`src/sv/spq_pkg.sv`:
```
`default_nettype none
package spq_pkg;

   localparam logic FUNC_INSERT = 1'b0;
   localparam logic FUNC_DELETE = 1'b1;

   localparam logic [1:0] ST_DONE     = 2'd0;
   localparam logic [1:0] ST_FULL     = 2'd1;
   localparam logic [1:0] ST_EMPTY    = 2'd2;
   localparam logic [1:0] ST_NOTFOUND = 2'd3;

   localparam int unsigned CAP_REG_WIDTH = 7;
   localparam logic [CAP_REG_WIDTH-1:0] CAP_RESET = 7'd64;

   typedef struct packed {
      logic               func;
      logic signed [31:0] value;
   } spq_req_type;

   typedef struct packed {
      logic [1:0]         status;
      logic [6:0]         count;
      logic signed [31:0] head_value;
   } spq_rsp_type;

   typedef struct packed {
      logic               ins;
      logic               del;
      logic signed [31:0] value;
   } spq_ctrl_type;

endpackage
`default_nettype wire

```
`src/sv/spq_cell.sv`:
```
`default_nettype none
module spq_cell (
   input  logic                 clock,
   input  logic                 cmp_en,
   input  logic                 occupied,
   input  logic signed [31:0]   cmp_value,
   input  spq_pkg::spq_ctrl_type ctrl,
   input  logic                 left_ge,
   input  logic signed [31:0]   left_entry,
   input  logic signed [31:0]   right_entry,
   output logic signed [31:0]   entry,
   output logic                 ge,
   output logic                 le,
   output logic                 match
);
   import spq_pkg::*;

   logic signed [31:0] entry_ff, entry_in;
   logic               ge_ff, ge_in;
   logic               le_ff, le_in;
   logic               match_ff, match_in;

   always_comb begin
      ge_in    = ge_ff;
      le_in    = le_ff;
      match_in = match_ff;
      if (cmp_en) begin
         ge_in    = !occupied || (cmp_value >= entry_ff);
         le_in    = occupied && (entry_ff <= cmp_value);
         match_in = occupied && (entry_ff == cmp_value);
      end
   end

   // insert: shift right behind the slot, load at the slot; delete: pull from the right
   always_comb begin
      entry_in = entry_ff;
      if (ctrl.ins) begin
         if (left_ge) begin
            entry_in = left_entry;
         end else if (ge_ff) begin
            entry_in = ctrl.value;
         end
      end else if (ctrl.del && le_ff) begin
         entry_in = right_entry;
      end
   end

   always_ff @(posedge clock) begin
      entry_ff <= entry_in;
      ge_ff    <= ge_in;
      le_ff    <= le_in;
      match_ff <= match_in;
   end

   assign entry = entry_ff;
   assign ge    = ge_ff;
   assign le    = le_ff;
   assign match = match_ff;

endmodule
`default_nettype wire

```
`config.mk`:
```
export PLATFORM = sky130hd
export DESIGN_NAME = spq_cell
export DESIGN_NICKNAME = d
export VERILOG_FILES = /design/src/sv/spq_pkg.sv /design/src/sv/spq_cell.sv
export SDC_FILE = /design/constraint.sdc
export NUM_CORES = 1
export LEC_CHECK = 0
export ABC_AREA = 1
export BUFFER_PORTS_ARGS = -buffer_cell sky130_fd_sc_hd__buf_2
export CELL_PAD_IN_SITES_DETAIL_PLACEMENT = 0
export CELL_PAD_IN_SITES_GLOBAL_PLACEMENT = 2
export CORE_MARGIN = 4
export CORE_UTILIZATION = 22
export DETAILED_ROUTE_END_ITERATION = 10
export PLACE_DENSITY_LB_ADDON = 0.1
export SYNTH_ARGS = -nofsm -noshare
export SYNTH_HDL_FRONTEND = slang
export SYNTH_SLANG_ARGS = --single-unit
```
`constraint.sdc`:
```
create_clock -name clock -period 3.85 [get_ports clock]
set_input_delay 0.385 -clock clock [delete_from_list [all_inputs] [get_ports clock]]
set_output_delay 0.385 -clock clock [all_outputs]
set_load 0.05 [all_outputs]
```
==> tab_implementation.tex <==
\begin{tabular}{lr}
\hline
Metric & Value \\
\hline
\multicolumn{2}{l}{\textbf{Run status}} \\
\quad Result of the run & completed \\
\multicolumn{2}{l}{\textbf{Floorplan}} \\
\quad Standard-cell rows & 39 \\
\quad Placeable core region & 11500 um2 \\
\quad Die area & 13700 um2 \\
\quad Y dimension of the die & 117 um \\
\quad Effective utilization at floorplan & 22.8\% \\
\quad Top-Level Pins & 169 \\
\quad Chip width & 117 um \\
\multicolumn{2}{l}{\textbf{STA}} \\
\quad Worst-case setup margin in the final layout & 1960 ps \\
\quad Final setup violation count & 0 \\
\quad Final number of hold-violating endpoints & 0 \\
\quad Crit path time final & 1890 ps \\
\quad Highest attainable clock frequency & 0.528 GHz \\
\quad Final setup TNS & 0 ps \\
\quad Max Slew Vio Count & 0 \\
\quad Relative slew margins & 26.6\% \\
\quad Setup repair after global routing missed its margin & false \\
\quad Post-route fraction of the period consumed by the critical path & 49.2\% \\
\quad Final worst clock skew & 2.83 ps \\
\quad Slew @ Worst Pin & 1100 ps \\
\multicolumn{2}{l}{\textbf{Clocking}} \\
\quad Number of gates resized after CTS & 0 \\
\quad Maximum level of the CTS H-tree & 2 \\
\quad Clock Root Buffer & sky130\_fd\_sc\_hd\_\_clkbuf\_16 \\
\quad Clock slew at reported path FFs & 60 ps \\
\quad Clock Latency Late Sink & 270 ps \\
\quad Deepest clock path buffer count & 2 \\
\quad CTS sink count & 35 \\
\quad Hold-fix buffers, CTS & 0 \\
\quad Number of buffers inserted by post-CTS setup repair & 0 \\
\quad Total CTS buffers & 5 \\
\quad CTS tree & built \\
\multicolumn{2}{l}{\textbf{Placement}} \\
\quad Dpl ws & 1600 ps \\
\quad Weighted congestion reported at the end of routability-driven placement & 0.713 \\
\quad Cell Count Post-Placement & 632 \\
\quad Detailed placement HPWL & 7110 um \\
\quad Input/output buffers & 168 \\
\multicolumn{2}{l}{\textbf{Yosys}} \\
\quad Synth top area cells & sky130\_fd\_sc\_hd\_\_edfxtp\_1 40\%, sky130\_fd\_sc\_hd\_\_ha\_1 15\%, sky130\_fd\_sc\_hd\_\_nand2\_1 14\% \\
\quad Avg Inst Size Synth & 7.90 um2 \\
\quad Ys flop type & sky130\_fd\_sc\_hd\_\_edfxtp\_1 \\
\quad Area share of the leading cell type in the synthesized netlist & 40.1\% \\
\quad Number of register bits inferred by synthesis & 35 \\
\quad Count of mapped cells out of synthesis & 332 \\
\quad Net count of the mapped netlist & 498 \\
\quad Count of different cell masters after synthesis & 19 \\
\quad Portion of the post-synthesis area used by sequential elements & 40.1\% \\
\quad Most instantiated cells after synthesis & 101 x sky130\_fd\_sc\_hd\_\_nand2\_1, 44 x sky130\_fd\_sc\_hd\_\_inv\_1, 42 x sky130\_fd\_sc\_hd\_\_nor2\_1, 35 x sky130\_fd\_sc\_hd\_\_edfxtp\_1, 33 x sky130\_fd\_sc\_hd\_\_a31oi\_1 \\
\quad Cell area after technology mapping & 2620 um2 \\
\quad Count of warnings emitted by yosys & 0 \\
\quad Number of enable flip-flop cells after synthesis & 35 \\
\quad Most frequently used cell type in the post-synthesis netlist & sky130\_fd\_sc\_hd\_\_nand2\_1 \\
\quad Share of flip-flops with an asynchronous set or reset & 0\% \\
\quad Largest area contributor in the synthesized netlist & sky130\_fd\_sc\_hd\_\_edfxtp\_1 \\
\multicolumn{2}{l}{\textbf{Finish}} \\
\quad Area growth from synthesis to layout & 43.3\% \\
\quad Number of nets at the end of the flow & 662 \\
\quad Number of fill cells in the layout & 1278 \\
\quad Number of standard cells in the layout, taps in and fillers out & 640 \\
\quad N\_diodes & 0 \\
\quad Fraction of final layout cells sized beyond drive strength 1 & 38.2\% \\
\multicolumn{2}{l}{\textbf{Pwr}} \\
\quad Maximum ir drop on the vdd rail & 0.162 mV \\
\quad P\_leak & 1.98 nW \\
\quad Power density over the cells & 348 nW/um2 \\
\quad Final Total Pwr & 1.31 mW \\
\multicolumn{2}{l}{\textbf{Global route}} \\
\quad First-pass GRT wire length & 12800 um \\
\quad Congestion Overflow GR & 0 \\
\quad Met3 GRT Util & 3.70\% \\
\quad GR met1 Demand/Resource & 14.6\% \\
\quad Largest net degree at the start of global routing & 45 \\
\quad Vias in the first global route & 2690 \\
\quad Global-route track usage on met2 & 20.6\% \\
\quad Overall global routing resource usage & 12.0\% \\
\quad Initial antenna violation count & 0 \\
\quad Most Crowded Layer GR & met2 \\
\multicolumn{2}{l}{\textbf{Drt}} \\
\quad Via density & 4.19 \\
\quad Wire per inst & 13.4 um \\
\quad ANT nets after route & 0 \\
\quad First-pass iteration count of the detailed router & 4 \\
\quad Total vias in the final route & 2682 \\
\quad Starting DRT DRC Count & 67 \\
\quad Routed wire length & 8550 um \\
\quad DRC violation count after routing & 0 \\
\multicolumn{2}{l}{\textbf{Worst setup path}} \\
\quad Endpoint kind of the worst setup timing path & flip-flop \\
\quad Critical path type & primary input to flip-flop \\
\quad Required time reported for the critical path endpoint & 3740 ps \\
\quad Arrival time worst endpoint & 1790 ps \\
\quad Maximum fanout along the worst path & 32 \\
\quad Startpoint class of the critical path & primary input \\
\multicolumn{2}{l}{\textbf{Flow run}} \\
\quad Max-cap viol count & 0 \\
\multicolumn{2}{l}{\textbf{Worst hold path}} \\
\quad Hold/Removal Path Class & primary input to flip-flop \\
\hline
\end{tabular}
## worst paths after layout
check | endpoint | slack, ps | cells after the start | startpoint
setup reg to reg | ge$_DFFE_PP_ | 2010 | 9 | entry[11]$_DFFE_PP_
setup / recovery | entry[16]$_DFFE_PP_ | 1960 | 3 | ctrl[33]
hold reg to reg | ge$_DFFE_PP_ | 920 | 5 | entry[31]$_DFFE_PP_
hold / removal | match$_DFFE_PP_ | 360 | 1 | cmp_en
## cells in the final DEF, fill, tap and decap left out
cell                        count
sky130_fd_sc_hd__nand4_1        2
sky130_fd_sc_hd__a21oi_2        3
sky130_fd_sc_hd__o21a_1         1
sky130_fd_sc_hd__clkbuf_16      5
sky130_fd_sc_hd__ha_1          32
sky130_fd_sc_hd__a31oi_4        1
sky130_fd_sc_hd__nor2_2         2
sky130_fd_sc_hd__a31oi_1       32
sky130_fd_sc_hd__nand3_2        3
sky130_fd_sc_hd__nand3_1        1
sky130_fd_sc_hd__clkbuf_1       2
sky130_fd_sc_hd__nor2_1        42
sky130_fd_sc_hd__inv_1         44
sky130_fd_sc_hd__o21ai_0        2
sky130_fd_sc_hd__nand2_1      101
sky130_fd_sc_hd__buf_2        168
sky130_fd_sc_hd__a21oi_1       12
sky130_fd_sc_hd__edfxtp_1      35
sky130_fd_sc_hd__a21o_1         1
sky130_fd_sc_hd__buf_4          3
sky130_fd_sc_hd__nand2_2        3
sky130_fd_sc_hd__nor2_4         1
sky130_fd_sc_hd__clkinv_2       1
## metrics by stage
step | utilization [%] | hold WS [ps] | cell area (um2)
after floorplan | - | 497 | 2620
after global placement | 31.4 | 631 | 3620
after detailed placement | 31.4 | 635 | 3620
after CTS | 32.6 | 349 | 3760
after global routing | 32.6 | 348 | 3760
final | 32.6 | 355 | 3760
## where the power goes
group	switching (mW)	total (mW)	internal (mW)	leakage, nW
clock network	0.146	0.385	0.239	0.0679
registers	0.0205	0.491	0.470	0.342
logic	0.283	0.431	0.147	1.57
total	0.450	1.31	0.857	1.98
## state kept, by name, indices dropped and copies added (netlist names)
register,cells
entry,32
ge,1
le,1
match,1
## per-layer routing
metal  part of all wire [%]  vias to the layer above
met3                    7.5                        5
met1                     42                     1168
met2                     50                       81
met5                      0                        -
li1                       -                     1428
met4                   0.85                        0
## layout make-up
cell class / instances / area [um2] / area share [%]
Multi-Input combinational cell: 239 / 1360 / 36.2
Clock buffer: 7 / 133 / 3.53
Timing Repair Buffer: 171 / 863 / 23.0
Sequential cell: 35 / 1050 / 28.0
Tap cell: 143 / 179 / 4.76
Clock inverter: 1 / 5.00 / 0.133
Inverter: 44 / 165 / 4.40
## cell families (layout without fill, tap and decap cells)
logic type,Yosys count,after routing,share of synthesized area [%]
AND/OR/NAND/NOR,155,155,23.9
adder cells (fa/ha/maj),32,32,15.3
flip-flops,35,35,40.1
buffers and inverters,58,223,8.59
AO/OA/AOI/OAI,52,52,12.1
## worst max-delay path: stages
cell	delay [ps]
sky130_fd_sc_hd__buf_2	370
sky130_fd_sc_hd__a21oi_1	130
sky130_fd_sc_hd__a31oi_4	880
Note: power is estimated with default switching activity, not from simulation.
